## src/rtl/bdvb_pkg.sv

```systemverilog
package bdvb_pkg;

   // Default number of slots and the configuration register's reset value.
   localparam int        DEPTH_DEFAULT = 16;
   localparam logic [4:0] CAP_RESET    = 5'd16;

   // Slot index and count widths carried in the scan wave. They cover the
   // largest supported depth of 64 slots.
   localparam int IDX_W = 6;
   localparam int CNT_W = 7;

   typedef struct packed {
      logic        action;
      logic [7:0]  slack;
      logic [15:0] value;
      logic [7:0]  copies;
   } req_type;

   typedef struct packed {
      logic [7:0]  dropped_now;
      logic        sent;
      logic [15:0] sent_value;
      logic [4:0]  occupancy;
      logic [31:0] total_arrived;
      logic [31:0] total_dropped;
      logic [31:0] total_sent;
      logic [31:0] total_value;
   } rsp_type;

   // Scan token that walks the cell chain, one cell per cycle.
   typedef struct packed {
      logic             active;
      logic             is_tick;
      logic             best_found;
      logic [IDX_W-1:0] best_idx;
      logic [15:0]      best_value;
      logic             free_found;
      logic [IDX_W-1:0] free_idx;
      logic             min_found;
      logic [IDX_W-1:0] min_idx;
      logic [15:0]      min_value;
      logic [CNT_W-1:0] expired;
   } wave_type;

   typedef enum logic [1:0] {
      CMD_NONE,
      CMD_WRITE,
      CMD_CLEAR
   } cmd_op_type;

   typedef struct packed {
      cmd_op_type       op;
      logic [IDX_W-1:0] idx;
      logic [7:0]       slack;
      logic [15:0]      value;
   } cmd_type;

   typedef enum logic [1:0] {
      ST_IDLE,
      ST_LAUNCH,
      ST_SCAN,
      ST_OUT
   } state_type;

   function automatic logic [31:0] sat_add32(input logic [31:0] a, input logic [31:0] b);
      logic [32:0] sum;
      sum = {1'b0, a} + {1'b0, b};
      return sum[32] ? 32'hFFFF_FFFF : sum[31:0];
   endfunction

endpackage

```

## src/rtl/bdvb_cell.sv

```systemverilog
module bdvb_cell #(
   parameter int CELL_IDX = 0
) (
   input  logic               clock,
   input  logic               reset,
   input  bdvb_pkg::wave_type wave_in,
   input  bdvb_pkg::cmd_type  cmd,
   output bdvb_pkg::wave_type wave_out
);

   localparam logic [bdvb_pkg::IDX_W-1:0] MY_IDX = bdvb_pkg::IDX_W'(CELL_IDX);

   logic               valid_ff, valid_in;
   logic [7:0]         slack_ff, slack_in;
   logic [15:0]        value_ff, value_in;
   bdvb_pkg::wave_type wave_ff, wave_in_next;

   always_comb begin
      logic aged_valid;
      valid_in     = valid_ff;
      slack_in     = slack_ff;
      value_in     = value_ff;
      wave_in_next = wave_in;
      aged_valid   = valid_ff;

      if (wave_in.active) begin
         if (wave_in.is_tick) begin
            // Age this slot, then let it compete for the send with its aged state.
            if (valid_ff) begin
               if (slack_ff <= 8'd1) begin
                  valid_in             = 1'b0;
                  aged_valid           = 1'b0;
                  wave_in_next.expired = wave_in.expired + 1'b1;
               end else begin
                  slack_in = slack_ff - 8'd1;
               end
            end
            if (aged_valid && (!wave_in.best_found || value_ff > wave_in.best_value)) begin
               wave_in_next.best_found = 1'b1;
               wave_in_next.best_idx   = MY_IDX;
               wave_in_next.best_value = value_ff;
            end
         end else begin
            if (!valid_ff && !wave_in.free_found) begin
               wave_in_next.free_found = 1'b1;
               wave_in_next.free_idx   = MY_IDX;
            end
            if (valid_ff && (!wave_in.min_found || value_ff < wave_in.min_value)) begin
               wave_in_next.min_found = 1'b1;
               wave_in_next.min_idx   = MY_IDX;
               wave_in_next.min_value = value_ff;
            end
         end
      end

      if (cmd.idx == MY_IDX) begin
         case (cmd.op)
            bdvb_pkg::CMD_WRITE: begin
               valid_in = 1'b1;
               slack_in = cmd.slack;
               value_in = cmd.value;
            end
            bdvb_pkg::CMD_CLEAR: begin
               valid_in = 1'b0;
            end
            default: begin
            end
         endcase
      end
   end

   always_ff @(posedge clock) begin
      if (reset) begin
         valid_ff <= 1'b0;
         wave_ff  <= '0;
      end else begin
         valid_ff <= valid_in;
         wave_ff  <= wave_in_next;
      end
   end

   always_ff @(posedge clock) begin
      slack_ff <= slack_in;
      value_ff <= value_in;
   end

   assign wave_out = wave_ff;

endmodule

```

## src/rtl/bounded_delay_value_buffer.sv

```systemverilog
// Channel   Direction  Signals                      Payload
// request   in         req_valid / req_ready        req_data  (bdvb_pkg::req_type)
// response  out        rsp_valid / rsp_ready        rsp_data  (bdvb_pkg::rsp_type)
// csr       in         csr_we (no wait)             csr_wdata (capacity, 5 bits)
//
// Every slot lives in one cell of a chain. A scan token enters the first cell and
// moves one cell per cycle, so the length of the cell chain sets how long a tick
// and each copy of an arrival take. One request is worked on at a time.
// Reset is synchronous and active high; it empties every slot, clears the totals
// and sets the capacity to 16. A stalled response sits in the output register
// while the next request is already accepted and processed.
module bounded_delay_value_buffer #(
   parameter int QUEUE_DEPTH = bdvb_pkg::DEPTH_DEFAULT
) (
   input  logic              clock,
   input  logic              reset,
   input  logic              req_valid,
   output logic              req_ready,
   input  bdvb_pkg::req_type req_data,
   output logic              rsp_valid,
   input  logic              rsp_ready,
   output bdvb_pkg::rsp_type rsp_data,
   input  logic              csr_we,
   input  logic [4:0]        csr_wdata
);

   localparam int HELD_W = $clog2(QUEUE_DEPTH + 1);
   // Width used to compare occupancy with the effective capacity.
   localparam int CMP_W  = 8;

   // The scan token bus: entry 0 is driven here, entry i+1 leaves cell i.
   bdvb_pkg::wave_type wave_bus [QUEUE_DEPTH+1];
   bdvb_pkg::wave_type wave_head;
   bdvb_pkg::wave_type wave_last;
   bdvb_pkg::cmd_type  cmd;
   logic [QUEUE_DEPTH-1:0] wave_act;

   bdvb_pkg::state_type state_ff, state_in;
   logic              is_tick_ff, is_tick_in;
   logic [7:0]        slack_ff, slack_in;
   logic [15:0]       value_ff, value_in;
   logic [7:0]        copies_ff, copies_in;
   logic [7:0]        drops_ff, drops_in;
   logic              sent_ff, sent_in;
   logic [15:0]       sent_value_ff, sent_value_in;
   logic [HELD_W-1:0] held_ff, held_in;
   logic [31:0]       arrived_ff, arrived_in;
   logic [31:0]       dropped_ff, dropped_in;
   logic [31:0]       sent_cnt_ff, sent_cnt_in;
   logic [31:0]       value_sum_ff, value_sum_in;
   logic [4:0]        capacity_ff;
   logic              rsp_valid_ff, rsp_valid_in;
   bdvb_pkg::rsp_type rsp_data_ff, rsp_data_in;

   logic [CMP_W-1:0] cap_ext;
   logic [CMP_W-1:0] eff_cap;
   logic             room;

   genvar gi;
   generate
      for (gi = 0; gi < QUEUE_DEPTH; gi++) begin : g_cell
         bdvb_cell #(
            .CELL_IDX (gi)
         ) u_cell (
            .clock    (clock),
            .reset    (reset),
            .wave_in  (wave_bus[gi]),
            .cmd      (cmd),
            .wave_out (wave_bus[gi+1])
         );
         assign wave_act[gi] = wave_bus[gi+1].active;
      end
   endgenerate

   assign wave_bus[0] = wave_head;
   assign wave_last   = wave_bus[QUEUE_DEPTH];

   // A capacity of zero behaves as one; anything above the slot count is clamped.
   always_comb begin
      cap_ext = CMP_W'(capacity_ff);
      if (cap_ext == '0) begin
         eff_cap = CMP_W'(1);
      end else if (cap_ext > CMP_W'(QUEUE_DEPTH)) begin
         eff_cap = CMP_W'(QUEUE_DEPTH);
      end else begin
         eff_cap = cap_ext;
      end
      room = CMP_W'(held_ff) < eff_cap;
   end

   assign req_ready = (state_ff == bdvb_pkg::ST_IDLE);
   assign rsp_valid = rsp_valid_ff;
   assign rsp_data  = rsp_data_ff;

   always_comb begin
      state_in      = state_ff;
      is_tick_in    = is_tick_ff;
      slack_in      = slack_ff;
      value_in      = value_ff;
      copies_in     = copies_ff;
      drops_in      = drops_ff;
      sent_in       = sent_ff;
      sent_value_in = sent_value_ff;
      held_in       = held_ff;
      arrived_in    = arrived_ff;
      dropped_in    = dropped_ff;
      sent_cnt_in   = sent_cnt_ff;
      value_sum_in  = value_sum_ff;
      rsp_valid_in  = rsp_valid_ff;
      rsp_data_in   = rsp_data_ff;

      wave_head         = '0;
      wave_head.is_tick = is_tick_ff;
      cmd               = '0;
      cmd.op            = bdvb_pkg::CMD_NONE;
      cmd.slack         = slack_ff;
      cmd.value         = value_ff;

      // The output register empties as soon as the consumer takes it.
      if (rsp_valid_ff && rsp_ready) begin
         rsp_valid_in = 1'b0;
      end

      case (state_ff)
         bdvb_pkg::ST_IDLE: begin
            if (req_valid) begin
               is_tick_in    = req_data.action;
               slack_in      = req_data.slack;
               value_in      = req_data.value;
               copies_in     = req_data.copies;
               drops_in      = '0;
               sent_in       = 1'b0;
               sent_value_in = '0;
               if (req_data.action) begin
                  state_in = bdvb_pkg::ST_LAUNCH;
               end else begin
                  arrived_in = bdvb_pkg::sat_add32(arrived_ff, 32'(req_data.copies));
                  // An arrival of zero copies changes nothing.
                  state_in   = (req_data.copies == 8'd0) ? bdvb_pkg::ST_OUT
                                                          : bdvb_pkg::ST_LAUNCH;
               end
            end
         end
         bdvb_pkg::ST_LAUNCH: begin
            wave_head.active = 1'b1;
            state_in         = bdvb_pkg::ST_SCAN;
         end
         bdvb_pkg::ST_SCAN: begin
            if (wave_last.active) begin
               if (is_tick_ff) begin
                  // Expired packets are already gone; send the best survivor.
                  drops_in   = 8'(wave_last.expired);
                  dropped_in = bdvb_pkg::sat_add32(dropped_ff, 32'(wave_last.expired));
                  if (wave_last.best_found) begin
                     cmd.op        = bdvb_pkg::CMD_CLEAR;
                     cmd.idx       = wave_last.best_idx;
                     sent_in       = 1'b1;
                     sent_value_in = wave_last.best_value;
                     sent_cnt_in   = bdvb_pkg::sat_add32(sent_cnt_ff, 32'd1);
                     value_sum_in  = bdvb_pkg::sat_add32(value_sum_ff,
                                                         32'(wave_last.best_value));
                  end
                  held_in  = held_ff - HELD_W'(wave_last.expired)
                             - HELD_W'(wave_last.best_found);
                  state_in = bdvb_pkg::ST_OUT;
               end else begin
                  // Store one copy: lowest free slot, or evict the lowest value.
                  cmd.op = bdvb_pkg::CMD_WRITE;
                  if (room) begin
                     cmd.idx = wave_last.free_idx;
                     held_in = held_ff + HELD_W'(1);
                  end else begin
                     cmd.idx    = wave_last.min_idx;
                     drops_in   = drops_ff + 8'd1;
                     dropped_in = bdvb_pkg::sat_add32(dropped_ff, 32'd1);
                  end
                  copies_in = copies_ff - 8'd1;
                  state_in  = (copies_ff == 8'd1) ? bdvb_pkg::ST_OUT
                                                  : bdvb_pkg::ST_LAUNCH;
               end
            end
         end
         bdvb_pkg::ST_OUT: begin
            if (!rsp_valid_ff || rsp_ready) begin
               rsp_valid_in              = 1'b1;
               rsp_data_in.dropped_now   = drops_ff;
               rsp_data_in.sent          = sent_ff;
               rsp_data_in.sent_value    = sent_value_ff;
               rsp_data_in.occupancy     = 5'(held_ff);
               rsp_data_in.total_arrived = arrived_ff;
               rsp_data_in.total_dropped = dropped_ff;
               rsp_data_in.total_sent    = sent_cnt_ff;
               rsp_data_in.total_value   = value_sum_ff;
               state_in                  = bdvb_pkg::ST_IDLE;
            end
         end
         default: begin
            state_in = bdvb_pkg::ST_IDLE;
         end
      endcase
   end

   always_ff @(posedge clock) begin
      if (reset) begin
         state_ff     <= bdvb_pkg::ST_IDLE;
         held_ff      <= '0;
         arrived_ff   <= '0;
         dropped_ff   <= '0;
         sent_cnt_ff  <= '0;
         value_sum_ff <= '0;
         capacity_ff  <= bdvb_pkg::CAP_RESET;
         rsp_valid_ff <= 1'b0;
      end else begin
         state_ff     <= state_in;
         held_ff      <= held_in;
         arrived_ff   <= arrived_in;
         dropped_ff   <= dropped_in;
         sent_cnt_ff  <= sent_cnt_in;
         value_sum_ff <= value_sum_in;
         rsp_valid_ff <= rsp_valid_in;
         if (csr_we) begin
            capacity_ff <= csr_wdata;
         end
      end
   end

   always_ff @(posedge clock) begin
      is_tick_ff    <= is_tick_in;
      slack_ff      <= slack_in;
      value_ff      <= value_in;
      copies_ff     <= copies_in;
      drops_ff      <= drops_in;
      sent_ff       <= sent_in;
      sent_value_ff <= sent_value_in;
      rsp_data_ff   <= rsp_data_in;
   end

   // The occupancy count never exceeds the number of slots.
   assert property (@(posedge clock) disable iff (reset)
      held_ff <= HELD_W'(QUEUE_DEPTH))
      else $error("occupancy count above slot count");

   // At most one scan token is in flight in the chain.
   assert property (@(posedge clock) disable iff (reset)
      $onehot0(wave_act))
      else $error("more than one scan token in the cell chain");

   // A token only returns while the controller waits for it.
   assert property (@(posedge clock) disable iff (reset)
      wave_last.active |-> state_ff == bdvb_pkg::ST_SCAN)
      else $error("scan token returned outside the scan state");

   // With room left, the arrival scan must have found a free slot.
   assert property (@(posedge clock) disable iff (reset)
      (state_ff == bdvb_pkg::ST_SCAN && wave_last.active && !is_tick_ff && room)
         |-> wave_last.free_found)
      else $error("no free slot found although occupancy is below capacity");

endmodule

```

## config.mk

```make
export PLATFORM = sky130hd
export DESIGN_NAME = bounded_delay_value_buffer
export DESIGN_NICKNAME = d
export VERILOG_FILES = /design/src/rtl/bdvb_pkg.sv /design/src/rtl/bdvb_cell.sv /design/src/rtl/bounded_delay_value_buffer.sv
export SDC_FILE = /design/constraint.sdc
export NUM_CORES = 2
export LEC_CHECK = 0
export BUFFER_PORTS_ARGS = -buffer_cell sky130_fd_sc_hd__buf_2
export CELL_PAD_IN_SITES_DETAIL_PLACEMENT = 0
export CELL_PAD_IN_SITES_GLOBAL_PLACEMENT = 2
export CORE_MARGIN = 8
export CORE_UTILIZATION = 40
export DETAILED_ROUTE_END_ITERATION = 16
export PLACE_DENSITY = 0.83
export SLEW_MARGIN = 20
export SYNTH_ARGS = -nofsm -noshare
export SYNTH_HDL_FRONTEND = slang
export SYNTH_SLANG_ARGS = --single-unit
```

## constraint.sdc

```tcl
create_clock -name clock -period 11.71 [get_ports clock]
set_clock_uncertainty 0.15 [all_clocks]
set_input_delay 2.342 -clock clock [delete_from_list [all_inputs] [get_ports clock]]
set_output_delay 2.342 -clock clock [all_outputs]
set_load 0.03 [all_outputs]
```

; ---- Word level (Yosys, flattened, before mapping)
; Cells that the tools add are included.
[classes]
muxes = 410
eq_ne = 29
bitwise_logic = 5
n_addsub = 41
n_reduce_logical = 175
magnitude_cmp = 48
[op_table]
columns = operator, n
row1 = 2-to-1 mux 23 bit, 47
row2 = 2-to-1 mux 60 bit, 15
row3 = 2-to-1 mux 8 bit, 107
row4 = 2-to-1 mux 30 bit, 15
row5 = 2-to-1 mux 7 bit, 61
row6 = greater-than comparator 16 bit, 15
row7 = less-than comparator 16 bit, 15
row8 = 2-to-1 mux 32 bit, 7
row9 = "subtractor 8 x 1 -> 8 bit, second input constant", 17
row10 = "<= comparator 8 x 1 -> 1 bit, second input constant", 16
row11 = 2-to-1 mux 1 bit, 121
row12 = "adder 7 x 1 -> 7 bit, second input constant", 15
row13 = "adder 32 x 1 -> 33 bit, second input constant", 2
row14 = 2-to-1 mux 16 bit, 4
row15 = zero test 1 bit, 61
row16 = "== test 6 x 4 -> 1 bit, second input constant", 8
row17 = logical AND 1 bit, 46
row18 = AND reduction 2 bit, 18
row19 = case mux 1 bit (2 select lines), 17
row20 = adder 32 x 16 -> 33 bit, 1
row21 = adder 32 x 7 -> 33 bit, 1
row22 = adder 32 x 8 -> 33 bit, 1
row23 = case mux 16 bit (2 select lines), 1
row24 = case mux 8 bit (2 select lines), 2
row25 = 31 further kinds, 95
[totals]
output_inout_bits = 160
wordCells = 951
in_bits = 43
ff_bits = 1730

; ---- Logic depth before layout (Yosys ltp)
[logic_depth]
word_depth = 11
mapped_depth = 16
ltp_nobuf = 11

; ---- Cells and area by module
; A second synthesis with hierarchy kept.
[hier_totals]
hier_cells = 8006
area_unflattened_um2 = 80761.2
[modules_own_cells]
columns = module, area_each_um2, cells_per_inst, seq_area_each_um2, instances
row1 = bdvb_cell (g_cell[10].u_cell ...), 4037.6, 409, 1901.8, 4
row2 = bounded_delay_value_buffer, 16086.7, 1465, 9308.9, 1
row3 = bdvb_cell (g_cell[11].u_cell ...), 4062.6, 411, 1901.8, 2
row4 = bdvb_cell (g_cell[13].u_cell ...), 4033.9, 412, 1901.8, 2
row5 = bdvb_cell (g_cell[4].u_cell ...), 4026.4, 403, 1901.8, 2
row6 = bdvb_cell (g_cell[1].u_cell ...), 4025.1, 403, 1901.8, 2
row7 = bdvb_cell (g_cell[12].u_cell), 4070.2, 414, 1901.8, 1
row8 = bdvb_cell (g_cell[15].u_cell), 4065.1, 418, 1901.8, 1
row9 = bdvb_cell (g_cell[3].u_cell), 4062.6, 408, 1901.8, 1
row10 = bdvb_cell (g_cell[0].u_cell), 4030.1, 407, 1901.8, 1

; ---- Worst setup path after synthesis
; OpenSTA, ideal clock, no wires.
[synth_path]
path_type = input -> register
startpoint = input rsp_ready
endpoint = register rsp_data_ff (netlist bit rsp_data[0]), enable pin
stages = 2
required_time_ps = 10881
path_buffers = 0
slack_ps = 1886
setup_ps = 679
arrival_time_ps = 8995
path_cell_list = nor2b_1 > nor2_1
[synth_via]
elab_chain_cells = 2
[synth_rtl]
columns = item, line_no
row1 = from (decl), bounded_delay_value_buffer.sv:21  ; input logic rsp_ready,
row2 = logical OR 1 bit, bounded_delay_value_buffer.sv:184  ; if (!rsp_valid_ff || rsp_ready) begin
row3 = AND reduction 2 bit (no line), --
row4 = to (signal assigned), bounded_delay_value_buffer.sv:235  ; rsp_data_ff <= rsp_data_in;
row5 = to (decl), bounded_delay_value_buffer.sv:53  ; bdvb_pkg::rsp_type rsp_data_ff, rsp_data_in;
; Every way passes these cells.
; A chain may end at the register's enable or synchronous reset.

; ---- Worst setup path after layout
[layout_path]
startpoint = register is_tick_ff
endpoint = register g_cell[1].u_cell.value_ff[2], enable pin
[layout_via]
elab_chain_cells = 5
word_cells_on_any_way = 6
[layout_rtl]
columns = item, line_no
row1 = from (decl), bounded_delay_value_buffer.sv:39  ; logic is_tick_ff, is_tick_in;
row2 = from (signal assigned), bounded_delay_value_buffer.sv:228  ; is_tick_ff <= is_tick_in;
row3 = 2-to-1 mux 8 bit *, bounded_delay_value_buffer.sv:150  ; if (is_tick_ff) begin
row4 = 2-to-1 mux 8 bit *, bounded_delay_value_buffer.sv:149  ; if (wave_last.active) begin
row5 = 2-to-1 mux 8 bit *, bounded_delay_value_buffer.sv:124  ; case (state_ff)
row6 = == test 6 x 1 -> 1 bit or == test 2 x 1 -> 1 bit (tied branches), "bdvb_cell.sv:56, bdvb_cell.sv:57"
row7 = AND reduction 2 bit (no line) *, --
row8 = to (signal assigned), bdvb_cell.sv:84  ; value_ff <= value_in;
row9 = to (decl), bdvb_cell.sv:15  ; logic [15:0] value_ff, value_in;
; Mark *: on every way between the ends. The rest lies on a longest branch, timed or not.

==> metrics.yaml <==
syn-mean-instance-area_um2: 10.18
hpwl_um: 135100
rows: 155
startpoint_type: "flip-flop"
grt_pass1_wl_um: 291100
peakVddDrop_mv: 0.1285
outcome: "completed"
grt-ovfl-total: 0
start_util_pct: 40.22
core_region_area_um2: 178200
drt_iter0_drc: 2931
cts_sinks: 1568
cts_root_buf: "clkbuf_16"
wire_per_inst_um: 19.29
leakage_uw: 0.03185
antenna_found_initial: 11
final-setup-viol-count: 0
power_density_nw_per_um2: 141.2
layout-drive-gt1-share_pct: 9.860
cts.htree.levels: 4
multi_input_area_um2: 32360
critPathKind: "flip-flop to flip-flop"
hp-class: "flip-flop to flip-flop"
post_cts_buffers: 0
clk_pin_slew_worst_paths_ns: 0.06
numCtsBuffers: 169
cap_violations: 0
synth-async-reset-ratio_pct: 0
clock_path_buffers: 3
switching_share_pct: 21.86
cts_tree: "built"
required_ns: 11.98
layout_min_cycle_time_ns: 5.167
num-fill-cells: 16794
nets: 7860
areaGrowthSynthToFinish_pct: 13.57
pwr-share-clk_pct: 48.4
power_uw: 11490
holdBufCountCts: 0
synth-seq-cells: 1568
hold_viol: 0
postSynthCellCount: 7043
via_per_inst: 5.136
syn-num-nets: 7648
die_w_um: 439.3
vias: 50192
slew_headroom_pct: 28.67
rsz0062_at_grt: "false"
drt_pass1_iterations: 5
netlist_area_um2: 71680
ys_warn_count: 0
tightest_slew_ns: 1.070
end_kind: "flip-flop"
antenna_left: 0
combPwrFrac_pct: 2.5
pin_count: 203
regArea_um2: 36110
synth_edf_count: 472
crit_arrival_ns: 5.43
p_int_uw: 8979
insertion_delay_ns: 0.81
synthDistinctLibCells: 98
routed_wirelength_um: 188500
dieArea_um2: 193000
ys_seq_area_share_pct: 50.38
fin_tns_setup_ns: 0
grt_usage_pct: 19.02
synth_ff_type: "dfxtp_1"
timing.final.crit_share_pct: 44.13
cts_resized: 0
io_buffers: 202
die_h_um: 439.3
final_max_slew_viol_count: 0
timing.fmax_ghz: 0.1935
gp_congestion: 0.8216
drc: 0
seq_power_share_pct: 49.1
grt_pass1_vias: 50110
grt_max_degree: 190
path_max_fanout: 64
p_sw_uw: 2513
-- final timing paths --
path | startpoint | endpoint | slack (ns) | cells after the start
setup / recovery | is_tick_ff | g_cell[1].u_cell.value_ff[2] | 6.54 | 9
hold reg to reg | sent_value_ff[13] | rsp_data[146] | 0.27 | 0
hold / removal | sent_value_ff[13] | rsp_data[146] | 0.27 | 0
setup reg to reg | is_tick_ff | g_cell[1].u_cell.value_ff[2] | 6.54 | 9
-- cells by family (layout without fill, tap and decap cells) --
kind of cell / after synthesis / after routing / synth area share [%]
flops: 1568 / 1568 / 50.38
xor+xnor: 232 / 232 / 2.835
simple gates: 2239 / 2239 / 15.21
buf+inv: 877 / 1238 / 4.741
compound gates: 1016 / 1016 / 9.175
other cells: 0 / 13 / 0
mux: 549 / 549 / 7.792
fa+ha+maj: 562 / 562 / 9.862
-- power by group through the flow --
stage	Clock [µW]	Combinational (µW)	Sequential, µW
2_1_floorplan	0	132	5780
3_3_place_gp	0	284	5760
3_5_place_dp	0	287	5760
4_1_cts	5710	288	5640
5_1_grt	5920	305	5640
6_report	5560	283	5640
-- worst max-delay path, cell delays in order (launching register included) --
cell and delay [ns]:
edfxtp_1 0.35, buf_4 0.35, nand2_1 0.31, nor2_2 0.05
buf_4 0.22, inv_1 0.43, ha_1 0.66, nand2_1 0.46
or4_1 0.97, inv_1 0.72
-- placed cells by master (no fill, tap or decap), types with 33 or more instances in the layout --
cell	synthesis	final
o21a_1	56	56
ha_1	557	557
nor2b_1	95	95
and2_1	86	86
nand2b_1	44	43
xor2_1	102	102
mux2_2	72	72
mux2i_1	477	477
and4_1	36	36
a21o_1	115	115
o21ai_0	214	209
nand2_1	316	316
nand3_1	158	158
nor2_1	932	926
nor4_1	68	68
buf_2	36	201
clkbuf_1	170	36
and3_1	106	106
a21oi_1	300	298
inv_1	625	623
edfxtp_1	472	472
buf_4	4	85
nand4_1	111	111
dfxtp_1	1096	1096
a211oi_1	41	41
nor3_1	134	133
clkbuf_16	0	176
xnor2_1	130	130
a31oi_1	39	33
-- per-stage QoR --
| step | setup WS, ns | util (%) | std cells | area [µm²] | hold WS, ns |
|---|---|---|---|---|---|
| after floorplan | 1.886 | - | 7043 | 71680 | 0.2406 |
| after global placement | 5.673 | 42.33 | 9437 | 75450 | 0.2480 |
| after detailed placement | 5.737 | 42.36 | 9439 | 75490 | 0.2545 |
| after CTS | 6.508 | 45.65 | 9759 | 81360 | 0.2686 |
| after global routing | 6.280 | 45.66 | 9763 | 81380 | 0.2743 |
| final | 6.543 | 45.67 | 9772 | 81400 | 0.2682 |
-- cell usage after synthesis, drive strengths merged (14+ instances only) --
cell | n | share of area, %
and2 | 90 | 0.79
o211ai | 21 | 0.22
mux2 | 72 | 1.1
clkbuf | 171 | 0.90
a2111oi | 14 | 0.18
nor2 | 939 | 5.0
xnor2 | 130 | 1.6
ha | 557 | 9.7
a211oi | 42 | 0.45
buf | 79 | 0.56
nor2b | 97 | 0.87
o21a | 56 | 0.59
inv | 625 | 3.3
o31ai | 33 | 0.35
a41oi | 22 | 0.29
a21o | 115 | 1.2
or4 | 23 | 0.26
o21ai | 220 | 1.6
nand3 | 161 | 1.1
and3 | 106 | 0.93
or2 | 14 | 0.12
nand2 | 317 | 1.7
xor2 | 102 | 1.2
nor3b | 25 | 0.26
a31oi | 39 | 0.34
nand2b | 44 | 0.38
a21oi | 301 | 2.1
a32oi | 17 | 0.21
mux2i | 477 | 6.7
nor3 | 137 | 0.98
edfxtp | 472 | 20
dfxtp | 1096 | 31
nand4 | 112 | 0.99
o311ai | 22 | 0.27
or3 | 26 | 0.23
nor4 | 73 | 0.71
and4 | 36 | 0.44
-- flip-flops by register name, summed over array words and instances, names as in the netlist --
| signal | flops |
|---|---|
| sent_value_ff | 16 |
| drops_ff | 8 |
| rsp_valid | 1 |
| held_ff | 5 |
| sent_cnt_ff | 32 |
| g_cell.u_cell.wave_out | 811 |
| arrived_ff | 32 |
| g_cell.u_cell.value_ff | 256 |
| g_cell.u_cell.slack_ff | 128 |
| is_tick_ff | 1 |
| sent_ff | 1 |
| rsp_data | 158 |
| copies_ff | 8 |
| value_sum_ff | 32 |
| dropped_ff | 32 |
| state_ff | 2 |
| capacity_ff | 5 |
| slack_ff | 8 |
| g_cell.u_cell.valid_ff | 16 |
| value_ff | 16 |
-- routing by layer --
| layer | GRT usage (%) | wire [µm] | part of all wire, % | vias to the layer above |
|---|---|---|---|---|
| li1 | - | - | - | 25145 |
| met1 | 23.79 | 82560 | 44 | 23833 |
| met2 | 33.58 | 92170 | 49 | 918 |
| met3 | 3.098 | 8418 | 4.5 | 296 |
| met4 | 5.950 | 5377 | 2.9 | 0 |
| met5 | 0 | 0 | 0 | - |
-- area by class of cell --
| class | instances | share of cell area (%) |
|---|---|---|
| clock inverter | 84 | 1.233 |
| timing repair buffer | 291 | 2.115 |
| multi-input combinational | 4598 | 39.75 |
| sequential | 1568 | 44.36 |
| antenna | 13 | 0.03996 |
| tap | 2355 | 3.620 |
| clock buffer | 236 | 5.982 |
| inverter | 627 | 2.897 |
(Power assumes the default switching activity.)
